## src/design/dti_pkg.sv

```systemverilog
// ----------------------------------------------------------------------------
// dti_pkg: shared types and constants for decision tree inference
// Holds the node and feature entry layouts, store sizes, operation and
// status codes used by the stores and the walk sequencer.
// ----------------------------------------------------------------------------
package dti_pkg;

    // Store sizes and value width
    localparam int MAX_NODES    = 1024;
    localparam int MAX_FEATURES = 256;
    localparam int VALUE_WIDTH  = 32;

    localparam int NODE_IDX_W = $clog2(MAX_NODES);
    localparam int FEAT_IDX_W = $clog2(MAX_FEATURES);
    localparam int STEP_W     = $clog2(MAX_NODES + 1);

    // Field widths fixed by the interface
    localparam int NODE_FIELD_W = 10;
    localparam int FEAT_FIELD_W = 8;
    localparam int DATA_W       = 32;

    // Operation codes
    localparam logic [1:0] OP_NODE_WR = 2'd0;
    localparam logic [1:0] OP_FEAT_WR = 2'd1;
    localparam logic [1:0] OP_PREDICT = 2'd2;

    // Result status codes
    localparam logic [1:0] STAT_OK    = 2'd0;
    localparam logic [1:0] STAT_EMPTY = 2'd1;
    localparam logic [1:0] STAT_LIMIT = 2'd2;

    // One node store entry
    typedef struct packed {
        logic                    leaf;
        logic [FEAT_FIELD_W-1:0] feature;
        logic [DATA_W-1:0]       value;
        logic [NODE_FIELD_W-1:0] left;
        logic [NODE_FIELD_W-1:0] right;
    } node_entry_t;

    // One feature store entry
    typedef struct packed {
        logic              missing;
        logic [DATA_W-1:0] value;
    } feat_entry_t;

    // Read request from the sequencer to a store
    typedef struct packed {
        logic                    en;
        logic [NODE_IDX_W-1:0]   addr;
    } node_rd_t;

    typedef struct packed {
        logic                    en;
        logic [FEAT_IDX_W-1:0]   addr;
    } feat_rd_t;

    // Keep the low VALUE_WIDTH bits, sign extended to the full width
    function automatic logic [DATA_W-1:0] fit_value(input logic [DATA_W-1:0] raw);
        logic [DATA_W-1:0] res;
        res = raw;
        for (int i = VALUE_WIDTH; i < DATA_W; i++) begin
            res[i] = raw[VALUE_WIDTH-1];
        end
        return res;
    endfunction

endpackage

```

## src/design/dti_walk.sv

```systemverilog
// ----------------------------------------------------------------------------
// dti_walk: tree walk sequencer
// Steps through the tree one node at a time with a shared signed compare,
// counts moves against the step limit and holds the result register.
// ----------------------------------------------------------------------------
module dti_walk
    import dti_pkg::*;
(
    input  logic                    aclk,
    input  logic                    aresetn,
    input  logic                    s_valid,
    output logic                    s_ready,
    input  logic [1:0]              s_operation,
    output node_rd_t                node_rd,
    input  node_entry_t             node_data,
    output feat_rd_t                feat_rd,
    input  feat_entry_t             feat_data,
    output logic                    m_valid,
    input  logic                    m_ready,
    output logic [DATA_W-1:0]       m_prediction,
    output logic [NODE_FIELD_W-1:0] m_leaf_reached,
    output logic [1:0]              m_status
);

    localparam logic [1:0] S_IDLE = 2'd0;
    localparam logic [1:0] S_NODE = 2'd1;
    localparam logic [1:0] S_FEAT = 2'd2;
    localparam logic [1:0] S_DONE = 2'd3;

    logic [1:0]              state_reg,    state_next;
    logic [NODE_IDX_W-1:0]   cur_reg,      cur_next;
    logic [STEP_W-1:0]       steps_reg,    steps_next;
    logic                    loaded_reg,   loaded_next;
    logic [DATA_W-1:0]       res_pred_reg, res_pred_next;
    logic [NODE_IDX_W-1:0]   res_leaf_reg, res_leaf_next;
    logic [1:0]              res_stat_reg, res_stat_next;
    logic                    m_valid_reg,  m_valid_next;
    logic [DATA_W-1:0]       m_pred_reg,   m_pred_next;
    logic [NODE_IDX_W-1:0]   m_leaf_reg,   m_leaf_next;
    logic [1:0]              m_stat_reg,   m_stat_next;

    logic                    accept;
    logic                    go_right;
    logic [NODE_FIELD_W-1:0] child;

    assign s_ready = (state_reg == S_IDLE);
    assign accept  = s_valid & s_ready;

    // Shared compare: missing or above threshold goes right
    assign go_right = feat_data.missing |
                      ~($signed(feat_data.value) <= $signed(node_data.value));
    assign child    = go_right ? node_data.right : node_data.left;

    // Sequencer
    always_comb begin
        state_next    = state_reg;
        cur_next      = cur_reg;
        steps_next    = steps_reg;
        loaded_next   = loaded_reg;
        res_pred_next = res_pred_reg;
        res_leaf_next = res_leaf_reg;
        res_stat_next = res_stat_reg;
        m_valid_next  = m_valid_reg;
        m_pred_next   = m_pred_reg;
        m_leaf_next   = m_leaf_reg;
        m_stat_next   = m_stat_reg;
        node_rd       = '0;
        feat_rd       = '0;

        // Drop the result once taken
        if (m_valid_reg && m_ready) begin
            m_valid_next = 1'b0;
        end

        case (state_reg)
            S_IDLE: begin
                if (accept && s_operation == OP_NODE_WR) begin
                    loaded_next = 1'b1;
                end
                if (accept && s_operation == OP_PREDICT) begin
                    if (!loaded_reg) begin
                        res_pred_next = '0;
                        res_leaf_next = '0;
                        res_stat_next = STAT_EMPTY;
                        state_next    = S_DONE;
                    end else begin
                        cur_next     = '0;
                        steps_next   = '0;
                        node_rd.en   = 1'b1;
                        node_rd.addr = '0;
                        state_next   = S_NODE;
                    end
                end
            end
            S_NODE: begin
                if (node_data.leaf) begin
                    res_pred_next = node_data.value;
                    res_leaf_next = cur_reg;
                    res_stat_next = STAT_OK;
                    state_next    = S_DONE;
                end else if (steps_reg >= STEP_W'(MAX_NODES)) begin
                    res_pred_next = '0;
                    res_leaf_next = '0;
                    res_stat_next = STAT_LIMIT;
                    state_next    = S_DONE;
                end else begin
                    feat_rd.en   = 1'b1;
                    feat_rd.addr = node_data.feature[FEAT_IDX_W-1:0];
                    state_next   = S_FEAT;
                end
            end
            S_FEAT: begin
                cur_next     = child[NODE_IDX_W-1:0];
                steps_next   = steps_reg + 1'b1;
                node_rd.en   = 1'b1;
                node_rd.addr = child[NODE_IDX_W-1:0];
                state_next   = S_NODE;
            end
            S_DONE: begin
                // Load the output register when it is free
                if (!m_valid_reg || m_ready) begin
                    m_valid_next = 1'b1;
                    m_pred_next  = res_pred_reg;
                    m_leaf_next  = res_leaf_reg;
                    m_stat_next  = res_stat_reg;
                    state_next   = S_IDLE;
                end
            end
            default: begin
                state_next = S_IDLE;
            end
        endcase
    end

    // Control registers
    always_ff @(posedge aclk) begin
        if (!aresetn) begin
            state_reg   <= S_IDLE;
            loaded_reg  <= 1'b0;
            m_valid_reg <= 1'b0;
        end else begin
            state_reg   <= state_next;
            loaded_reg  <= loaded_next;
            m_valid_reg <= m_valid_next;
        end
    end

    // Walk and result payload
    always_ff @(posedge aclk) begin
        cur_reg      <= cur_next;
        steps_reg    <= steps_next;
        res_pred_reg <= res_pred_next;
        res_leaf_reg <= res_leaf_next;
        res_stat_reg <= res_stat_next;
        m_pred_reg   <= m_pred_next;
        m_leaf_reg   <= m_leaf_next;
        m_stat_reg   <= m_stat_next;
    end

    assign m_valid        = m_valid_reg;
    assign m_prediction   = m_pred_reg;
    assign m_leaf_reached = NODE_FIELD_W'(m_leaf_reg);
    assign m_status       = m_stat_reg;

endmodule

```

## config.mk

```make
export PLATFORM = sky130hd
export DESIGN_NAME = dti_walk
export DESIGN_NICKNAME = d
export VERILOG_FILES = /design/src/design/dti_pkg.sv /design/src/design/dti_walk.sv
export SDC_FILE = /design/constraint.sdc
export NUM_CORES = 1
export LEC_CHECK = 0
export BUFFER_PORTS_ARGS = -buffer_cell sky130_fd_sc_hd__buf_4
export CAP_MARGIN = 20
export CORE_MARGIN = 4
export CORE_UTILIZATION = 55
export DETAILED_ROUTE_END_ITERATION = 7
export HOLD_SLACK_MARGIN = 0.15
export PLACE_DENSITY = 0.95
export SLEW_MARGIN = 20
export SYNTH_ARGS = -nofsm -noshare
export SYNTH_HDL_FRONTEND = slang
export SYNTH_SLANG_ARGS = --single-unit
```

## constraint.sdc

```tcl
create_clock -name aclk -period 12.4 [get_ports aclk]
set_clock_uncertainty 0.1 [all_clocks]
set_input_delay 2.48 -clock aclk [delete_from_list [all_inputs] [get_ports aclk]]
set_output_delay 2.48 -clock aclk [all_outputs]
set_load 0.1 [all_outputs]
```

======== Word level (Yosys, flattened, before mapping) ========
Index checks and enable logic that the tools add are counted.
cells by class
  shift-type cells ........................ 0
  add/subtract/negate cells ............... 1
  reductions and logical operators ........ 14
  mux-type cells .......................... 37
  multiply operators ...................... 0
  div/mod/pow operators ................... 0
  magnitude comparators ................... 2
  bitwise operators ....................... 3
  eq/ne operators ......................... 9
operators with widths
  kind                   count
  $mux 32                4
  $mux 10                7
  $pmux 32 s2            1
  $mux 11                4
  $pmux 11 s2            2
  $pmux 10 s2            2
  $le 32x32->1           1
  $mux 9                 3
  $mux 2                 7
  $add 11x1->11 const B  1
  $ge 11x11->1 const B   1
  $pmux 2 s4             1
  $eq 2x2->1 const B     3
  $reduce_and 2->1       3
  $mux 1                 5
  $logic_not 2->1        2
  $ne 2x1->1 const B     2
  $ne 2x2->1 const B     2
  $pmux 2 s2             1
  $reduce_and 4->1       1
  $reduce_bool 2->1      2
  $logic_and 1x1->1      3
  $ne 3x3->1 const B     1
  $reduce_and 3->1       1
  other kinds (6)        6
storage, ports and cells
  memories ................................ 0
  flip-flop bits (word level) ............. 113
  bits in latches ......................... 0
  RAM bits ................................ 0
  bits in read-only memories .............. 0
  output and inout port bits .............. 66
  input bits .............................. 100

======== Longest topological paths before layout ========
Gate-level depths: netlist of run 1.
  depth after elaboration ................. 5
  mapped depth ............................ 9

======== Worst setup path before layout of run 1 ========
Ideal clock, no wire load.
  path type ............................... input-to-output
  start point ............................. input node_data[60] (netlist bit)
  end point ............................... output feat_rd[0] (netlist bit)
  path slack .............................. 4.049 ns
  data arrival time ....................... 5.771 ns
  cell stages on the path ................. 2
  data required time ...................... 9.820 ns
  cells stage by stage .................... nor3_1 -> and2_1
RTL lines
  item                RTL line        RTL
  start: declaration  dti_walk.sv:15  input node_entry_t node_data,
  end: declaration    dti_walk.sv:16  output feat_rd_t feat_rd,

==> results.json, run 1 <==
{
  "end_kind": "output pin",
  "n_antenna_cell": 0,
  "grt_pass1_wl_um": 19600,
  "port_buffers": 165,
  "num_vias": 3841,
  "clkLatencyLatePin_ps": 520,
  "grt_pass1_vias": 4023,
  "synth_top_cell_by_area": "edfxtp_1",
  "placed_cell_area_mm2": 0.006513,
  "coreArea_mm2": 0.009196,
  "drv_cap": 0,
  "routed_wl_um": 12730,
  "grt_use_met3_pct": 6.794,
  "post-cts-setup-buffers": 0,
  "gp_congestion": 0.8176,
  "syn2layout_area_growth_pct": 37.68,
  "fin_crit_sh_pct": 62.86,
  "clk_pin_slew_worst_paths_ps": 60,
  "final_area_mm2": 0.007101,
  "hpwl_um": 8505,
  "hold_violations": 0,
  "intPower_mw": 0.7996,
  "wl_per_cell_um": 18.29,
  "drtIter0Drc": 165,
  "grtUsageMet1_pct": 24.25,
  "slew_viol_final": 0,
  "synth-edff-count": 109,
  "drcViolationCount": 0,
  "synth_top_area_share_pct": 63.46,
  "ys_ff_latch": 113,
  "antenna_found_initial": 0,
  "synth_nets": 532,
  "syn_area_per_cell_um2": 12.93,
  "synthCells": 399,
  "fmaxAchievable_mhz": 128.3,
  "dieArea_mm2": 0.01099,
  "yosys_warnings": 0,
  "ys_top_cells_by_area": "edfxtp_1 63%, ha_1 8.0%, mux2i_1 3.9%, nor3_1 3.3%, inv_1 2.5%",
  "seq_area_frac_synth_pct": 65.02,
  "hold_class": "reg2reg",
  "status": "complete, no violations",
  "grt_use_total_pct": 23.11,
  "vias_per_cell": 5.519,
  "start_kind": "primary input",
  "setup_tns_ps": 0,
  "nNetsFinal": 705,
  "rsz0062_at_grt": "false",
  "clockBufferDepth": 2,
  "root_buffer": "clkbuf_8",
  "htreeDepth": 4,
  "synth-main-ff-cell": "edfxtp_1",
  "period_needed_ps": 7795,
  "hold_buffers": 0,
  "grt_remaining_overflow": 0,
  "yosysUniqueCellTypes": 36,
  "std_cell_rows": 35,
  "cp_data_required_time_ps": 9820,
  "p_leak_nw": 3.065,
  "grt_start_max_net_pins": 45,
  "worstPathArrival_ps": 5210,
  "cts_buffers": 17,
  "initial_core_util_pct": 56.08,
  "powerDensity_mw_per_mm2": 151.0,
  "grt.busiest_layer": "met2",
  "cts_tree": "built",
  "dr.pass1.iters": 5,
  "cp_max_fo": 20,
  "io_pins": 166,
  "switchingPower_mw": 0.2729,
  "die-width_um": 104.8,
  "seq_power_share_pct": 42.1,
  "r2r_setup_slack_ps": 10420,
  "p_comb_share_pct": 13.5,
  "die_h_um": 104.8,
  "ant_nets": 0,
  "sw_frac_of_total_pct": 25.45,
  "finish.utilization_pct": 77.21,
  "netlist_area_mm2": 0.005157,
  "drive_gt1_share_pct": 34.53,
  "synthArstFlopShare_pct": 0,
  "setup_viol": 0,
  "cts.repair.resized": 0,
  "worstSetupPathType": "in2out",
  "grt_use_met2_pct": 42.85,
  "cts_sinks": 113,
  "ir_drop_mv": 0.07696,
  "clockPowerShare_pct": 44.4,
  "tightest_slew_ps": 1035,
  "slew_headroom_pct": 30.95
}
-- cell usage in the layout, fill, tap and decap left out, drive strengths merged, types with 2 or more instances in the layout --
| cell type | instances |
|---|---|
| o21ai | 8 |
| and3 | 4 |
| a21o | 2 |
| dfxtp | 4 |
| nor2 | 14 |
| buf | 169 |
| clkbuf | 20 |
| a21boi | 2 |
| nand2 | 33 |
| bufinv | 3 |
| nand4 | 7 |
| a221oi | 2 |
| nor3 | 34 |
| and2 | 20 |
| nand3 | 9 |
| clkinvlp | 4 |
| mux2i | 20 |
| or3 | 5 |
| clkinv | 4 |
| nor2b | 5 |
| inv | 35 |
| ha | 33 |
| nand2b | 4 |
| xor2 | 4 |
| a21oi | 19 |
| edfxtp | 109 |
-- worst paths after layout --
path | start | to | cells after the start
worst max-delay path | node_data[35] | node_rd[9] | 10
worst min-delay path | res_pred_reg[14] | m_prediction[14] | 0
worst max register to register | state_reg[0] | res_stat_reg[0] | 3
worst min register to register | res_pred_reg[14] | m_prediction[14] | 0
-- layout make-up --
cell class	count	area, µm²
Timing Repair Buffer	169	1269
Clock buffer	20	425.4
Fill cell	522	2096
Clock inverter	12	160.2
Inverter	34	127.6
Sequential cell	113	3353
Multi-Input combinational cell	237	1627
Tap cell	111	138.9
-- layer usage --
layer / vias up / part of all wire [%] / wire length (µm)
li1: 1810 / - / -
met1: 1772 / 35 / 4445
met2: 220 / 54 / 6876
met3: 39 / 8.0 / 1021
met4: 0 / 3.0 / 388
met5: - / 0 / 0
-- critical path, stage by stage --
cell and delay (ps):
buf_4 90, inv_1 60, ha_1 320, nand4_1 170, nor4_1 440, a21boi_1 250, o31a_1 180, o211a_2 610
mux2i_1 270, buf_4 320
-- per-stage QoR --
| step | hold WS [ps] | instances | setup slack, ps | total power, mW |
|---|---|---|---|---|
| floorplan | 300.3 | 399 | 4049 | 0.5510 |
| global placement | 300.2 | 664 | 4675 | 0.5940 |
| detailed placement | 304.5 | 664 | 4668 | 0.6004 |
| CTS | 311.9 | 696 | 4601 | 1.078 |
| global route | 316.6 | 696 | 4458 | 1.108 |
| finish | 310.3 | 696 | 4605 | 1.073 |
-- synth_stat cells (4+ instances only) --
library cell	n
nand2b_1	4
xor2_1	4
nand3_1	9
inv_1	34
o21ai_0	8
ha_1	33
edfxtp_1	109
and3_1	4
clkbuf_1	13
nor2_1	14
nand2_1	33
a21oi_1	19
dfxtp_1	4
nor2b_1	5
nor3_1	34
and2_1	20
mux2i_1	20
or3_1	5
nand4_1	7
-- power by group through the flow --
stage	Clock, mW	Combinational (mW)	Sequential, mW
global placement	0	0.138	0.456
CTS	0.482	0.145	0.451
detailed placement	0	0.142	0.458
global route	0.500	0.155	0.453
floorplan	0	0.0790	0.472
finish	0.477	0.145	0.451
-- cell families (layout without fill, tap and decap cells) --
group                      count (synthesis)  count (layout)  synth area share (%)
AOI/OAI and AO/OA                         40              40                 4.731
xor gates and xnor gates                   5               5                0.8491
adders and majority gates                 33              33                 8.006
buffers and inverters                     49             235                 3.857
DFF                                      113             113                 65.02
muxes                                     20              20                 3.882
and+or+nand+nor                          139             139                 13.66
No activity file was read; power rests on OpenSTA's default activity.
==> run 2: changes to the inputs <==
--- a/config.mk
+++ b/config.mk
@@ -5,13 +5,14 @@
 export SDC_FILE = /design/constraint.sdc
 export NUM_CORES = 1
 export LEC_CHECK = 0
+export ABC_AREA = 1
 export BUFFER_PORTS_ARGS = -buffer_cell sky130_fd_sc_hd__buf_4
 export CAP_MARGIN = 20
 export CORE_MARGIN = 4
-export CORE_UTILIZATION = 55
+export CORE_UTILIZATION = 46
 export DETAILED_ROUTE_END_ITERATION = 7
 export HOLD_SLACK_MARGIN = 0.15
-export PLACE_DENSITY = 0.95
+export PLACE_DENSITY = 0.85
 export SLEW_MARGIN = 20
 export SYNTH_ARGS = -nofsm -noshare
 export SYNTH_HDL_FRONTEND = slang
==> constraint.sdc (replaced) <==
create_clock -name aclk -period 6.3 [get_ports aclk]
set_clock_uncertainty 0.1 [all_clocks]
set_input_delay 1.26 -clock aclk [delete_from_list [all_inputs] [get_ports aclk]]
set_output_delay 1.26 -clock aclk [all_outputs]
set_load 0.1 [all_outputs]
==> run 2 against run 1 <==
Power is 130% higher. Critical path depth is 7 higher. Design area is 1.0% higher. Die area is 18% higher. Worst setup slack worse by 3200 ps. First-iteration DRC count is 46% higher. Critical path type unchanged. Critical endpoint is now node_rd[3].
==> results.json, run 2 <==
{
  "seq_area_frac_synth_pct": 64.80,
  "hpwl_um": 8688,
  "synthCells": 480,
  "drive_gt1_share_pct": 30.40,
  "setup_viol": 0,
  "grt_use_total_pct": 18.68,
  "cts.repair.resized": 0,
  "cts_buffers": 17,
  "rr_startpoint": "state_reg[1]",
  "dr.pass1.iters": 5,
  "num_vias": 3955,
  "crit_path_cell_trace": "buf_4 -> inv_1 -> ha_1 -> nand2_1 -> inv_1 -> nand2_1 -> nand2_1 -> nand2_1 -> nand2_1 -> a21oi_1 -> nand2_1 -> nand2_1 -> nand3_2 -> nand3_1 -> nand2_1 -> nor2_1 -> buf_4",
  "tightest_slew_ps": 1024,
  "gp_congestion": 0.7990,
  "clk_pin_slew_worst_paths_ps": 50,
  "htreeDepth": 4,
  "worst_hold_slack_ps": 313.7,
  "syn_area_per_cell_um2": 10.78,
  "cp_data_required_time_ps": 4940,
  "post-cts-setup-buffers": 0,
  "cp-startpoint": "node_data[39]",
  "ys_ff_latch": 113,
  "slew_viol_final": 0,
  "rsz0062_at_grt": "false",
  "yosysUniqueCellTypes": 21,
  "vias_per_cell": 4.877,
  "dieArea_mm2": 0.01301,
  "port_buffers": 165,
  "drtIter0Drc": 241,
  "grt_pass1_wl_um": 18860,
  "synth-main-ff-cell": "edfxtp_1",
  "hold_buffers": 0,
  "p_leak_nw": 3.333,
  "cts_sinks": 113,
  "ys_top_cells_by_area": "edfxtp_1 63%, ha_1 8.0%, nor2_1 7.1%, inv_1 6.6%, nand2_1 4.5%",
  "netlist_area_mm2": 0.005175,
  "cts_tree": "built",
  "cp_max_fo": 20,
  "mostFrequentLayoutCells": "168 x buf_4, 109 x edfxtp_1, 95 x nor2_1",
  "multi_input_area_mm2": 0.001439,
  "grt_pass1_vias": 4135,
  "slowest_stage": "nand3_2",
  "drcViolationCount": 0,
  "worstSetupPathType": "in2out",
  "hold_start": "res_pred_reg[1]",
  "drv_cap": 0,
  "setup_tns_ps": 0,
  "worstPathArrival_ps": 3500,
  "synth_top_area_share_pct": 63.25,
  "ant_nets": 0,
  "syn2layout_area_growth_pct": 38.59,
  "fin_crit_sh_pct": 77.13,
  "die_h_um": 114.1,
  "nNetsFinal": 791,
  "cp_num_buf_inv": 4,
  "root_buffer": "clkbuf_16",
  "r2r_setup_slack_ps": 4030,
  "fmaxAchievable_mhz": 205.8,
  "yosys_warnings": 0,
  "io_pins": 166,
  "slowest_delay_ps": 350,
  "fill_cells": 820,
  "die-width_um": 114.1,
  "yosys-top-cells-count": "109 x edfxtp_1, 98 x nor2_1, 91 x inv_1, 62 x nand2_1",
  "clockBufferDepth": 2,
  "crit_top_cell": "nand2_1",
  "status": "complete, no violations",
  "final-seq-area_mm2": 0.003353,
  "synth_top_cell_by_area": "edfxtp_1",
  "std_cell_rows": 38,
  "synthArstFlopShare_pct": 0,
  "routed_wl_um": 11750,
  "synthMostInstantiatedCell": "edfxtp_1",
  "grt_remaining_overflow": 0,
  "ir_drop_mv": 0.2618,
  "wl_per_cell_um": 14.49,
  "cp_top_family": "simple AND/OR/NAND/NOR gates",
  "grt_start_max_net_pins": 45,
  "slew_headroom_pct": 31.70,
  "end_kind": "output pin",
  "n_antenna_cell": 0,
  "powerDensity_mw_per_mm2": 349.2,
  "synth-edff-count": 109,
  "synth_nets": 613,
  "clkLatencyLatePin_ps": 400,
  "start_kind": "primary input",
  "period_needed_ps": 4859,
  "coreArea_mm2": 0.01094,
  "hold_violations": 0,
  "initial_core_util_pct": 47.32,
  "hold_class": "reg2reg",
  "antenna_found_initial": 0,
  "totalPowerFinal_mw": 2.504,
  "layout.cells.most_common": "buf_4"
}
-- run 2: final cells by class --
type,instances,share of cell area (%)
Sequential cell,113,46.76
Multi-Input combinational cell,267,20.06
Timing Repair Buffer,168,17.59
Clock buffer,20,6.089
Inverter,91,4.763
Tap cell,140,2.442
Clock inverter,12,2.303
-- run 2: cell families after synthesis --
kind of cell	synth area share (%)
adder cells (fa/ha/maj)	7.979
flip-flops	64.80
AND/OR/NAND/NOR	14.68
buffers and inverters	7.810
AO/OA/AOI/OAI	4.739
-- run 2: path summary, 6_finish.rpt --
| check | end | cells after the start |
|---|---|---|
| max | node_rd[3] | 17 |
| min | m_prediction[1] | 0 |
| max reg2reg | cur_reg[4] | 4 |
| min reg2reg | m_prediction[1] | 0 |
-- run 2: per-layer routing --
metal	vias to the layer above	GRT usage, %	wire length, µm	part of all wire (%)
li1	1936	-	-	-
met3	19	5.550	990	8.4
met4	0	6.809	193	1.6
met5	-	0	0	0
met1	1826	20.34	4258	36
met2	174	34.23	6312	54
-- run 2: power breakdown --
part	internal (mW)	switching [mW]
Sequential	0.991	0.0353
Clock	0.656	0.317
Combinational	0.127	0.378
-- run 2: per-stage QoR --
| step | area, µm² | util, % | setup slack, ps | cells |
|---|---|---|---|---|
| after global routing | 7172 | 65.58 | 1215 | 811 |
| final | 7172 | 65.58 | 1441 | 811 |
| after global placement | 6568 | 60.06 | 1558 | 779 |
| after floorplan | 5175 | - | 736.8 | 480 |
| after CTS | 7169 | 65.56 | 1432 | 811 |
| after detailed placement | 6568 | 60.06 | 1437 | 779 |
==> run 3: changes to the inputs <==
==> constraint.sdc (replaced) <==
create_clock -name aclk -period 3.9 [get_ports aclk]
set_clock_uncertainty 0.1 [all_clocks]
set_input_delay 0.78 -clock aclk [delete_from_list [all_inputs] [get_ports aclk]]
set_output_delay 0.78 -clock aclk [all_outputs]
set_load 0.1 [all_outputs]
==> run 3 against run 2 <==
First-iteration DRC count shrank 0.83%. Core utilization up 1.5 points. Sequential share of layout area decreased by 1.0 points. Clock power increased by 60%. Die area unchanged. Power is 63% higher. Largest cell class unchanged. Worst hold slack improved by 1.7 ps. Design area is 2.2% higher. Via count is 0.46% higher. Combinational power rose by 74%. Worst setup slack got worse by 1300 ps. Critical path depth fell by 2.
==> results.json, run 3 (synthesis gave the netlist of run 2 again) <==
{
  "slowest_delay_ps": 250,
  "grt_use_total_pct": 18.67,
  "ir_drop_mv": 0.3905,
  "root_buffer": "clkbuf_16",
  "setup_tns_ps": 0,
  "layout.cells.most_common": "buf_4",
  "worst_hold_slack_ps": 315.4,
  "drtIter0Drc": 239,
  "tightest_slew_ps": 807.4,
  "std_cell_rows": 38,
  "rsz0062_at_grt": "true",
  "nNetsFinal": 793,
  "cp_top_family": "simple AND/OR/NAND/NOR gates",
  "status": "complete, no violations",
  "crit_top_cell": "nand2_1",
  "coreArea_mm2": 0.01094,
  "place_ws_ps": -96.52,
  "p_leak_nw": 3.360,
  "fin_crit_sh_pct": 95.54,
  "hold_buffers": 0,
  "wl_per_cell_um": 14.93,
  "worstPathArrival_ps": 2850,
  "setup_viol": 0,
  "n_antenna_cell": 0,
  "cp_data_required_time_ps": 3020,
  "hold_violations": 0,
  "grt_pass1_wl_um": 18770,
  "drv_cap": 0,
  "cp_max_fo": 10,
  "start_kind": "primary input",
  "crit_path_cell_trace": "buf_4 -> inv_1 -> ha_1 -> a21oi_1 -> o21ai_0 -> a21oi_2 -> nand2_1 -> nand2_1 -> nand2_1 -> nand2_2 -> nand3_4 -> nand3_1 -> nand2_1 -> nor2_2 -> buf_6",
  "fmaxAchievable_mhz": 268.4,
  "dr.pass1.iters": 5,
  "cp_num_buf_inv": 3,
  "initial_core_util_pct": 47.32,
  "antenna_found_initial": 0,
  "htreeDepth": 4,
  "port_buffers": 165,
  "powerDensity_mw_per_mm2": 557.7,
  "drcViolationCount": 0,
  "end_kind": "output pin",
  "cts_sinks": 113,
  "dieArea_mm2": 0.01301,
  "num_vias": 3973,
  "routed_wl_um": 12140,
  "clk_pin_slew_worst_paths_ps": 50,
  "worstSetupPathType": "in2out",
  "io_pins": 166,
  "syn2layout_area_growth_pct": 41.66,
  "totalPowerFinal_mw": 4.088,
  "cts_tree": "built",
  "cts_buffers": 17,
  "ant_nets": 0,
  "slowest_stage": "ha_1",
  "hold_class": "reg2reg",
  "slew_viol_final": 0,
  "vias_per_cell": 4.887,
  "die-width_um": 114.1,
  "clockBufferDepth": 2,
  "period_needed_ps": 3726,
  "grt_start_max_net_pins": 26,
  "grt_pass1_vias": 4041,
  "grt_remaining_overflow": 0,
  "die_h_um": 114.1,
  "clkLatencyLatePin_ps": 400,
  "gp_congestion": 0.8409,
  "hpwl_um": 8894,
  "slew_headroom_pct": 46.04,
  "fin_ws_ps": 174.0,
  "drive_gt1_share_pct": 33.88,
  "mostFrequentLayoutCells": "160 x buf_4, 109 x edfxtp_1, 91 x inv_1",
  "finish.utilization_pct": 67.04
}
run 3: cell types whose count changed in the layout (fill, tap and decap cells not counted), sizes merged:
cell / previous run / this run
buf: 168 / 169
bufinv: 4 / 3
clkbuf: 20 / 17
clkinv: 8 / 6
clkinvlp: 0 / 3
inv: 91 / 94
nand3: 17 / 18
run 3: worst paths after layout:
| path | start | endpoint | slack (ps) | depth (start not counted) |
|---|---|---|---|---|
| max | node_data[35] | node_rd[1] | 170 | 15 |
| min | res_pred_reg[28] | m_prediction[28] | 320 | 0 |
| max reg2reg | state_reg[0] | res_pred_reg[19] | 1530 | 6 |
| min reg2reg | res_pred_reg[28] | m_prediction[28] | 320 | 0 |
run 3: power by group:
group | switching [mW] | internal, mW | leakage [nW] | total, mW
combinational | 0.639 | 0.238 | 2.01 | 0.877
sequential | 0.0578 | 1.60 | 1.06 | 1.66
clock | 0.546 | 1.01 | 0.290 | 1.56
total | 1.24 | 2.85 | 3.36 | 4.09
run 3: layout make-up:
type / instances / area, µm²
sequential: 113 / 3353
inverter: 91 / 341.6
clock inverter: 15 / 183.9
multi-input combinational: 268 / 1523
tap: 140 / 175.2
timing repair buffer: 169 / 1329
fill: 803 / 3605
clock buffer: 17 / 425.4
run 3: per-stage QoR:
stage / cell area (µm²) / cells
2_1_floorplan: 5209 / 480
3_3_place_gp: 6619 / 780
3_5_place_dp: 6619 / 780
4_1_cts: 7239 / 812
5_1_grt: 7331 / 813
6_report: 7331 / 813
run 3: worst register-to-register path: cells and delay by family (launching register included):
kind	cells	cell delay, ps
buffers and inverters	1	270
AOI/OAI and AO/OA	1	160
and+or+nand+nor	4	1170
DFF	1	370
run 3: routing by layer:
metal | global-route usage [%] | part of all wire (%)
met4 | 6.809 | 1.7
met1 | 21.11 | 38
met3 | 6.448 | 7.6
met5 | 0 | 0
met2 | 32.67 | 52
run 3: what timing repair did:
action / CTS / global route
pin swaps: 0 / 0
endpoints found under the hold margin: 0 / 0
gates cloned: 0 / 1
setup buffers: 0 / 0
endpoints found under the setup margin: 10 / 10
resized for setup: 2 / 18
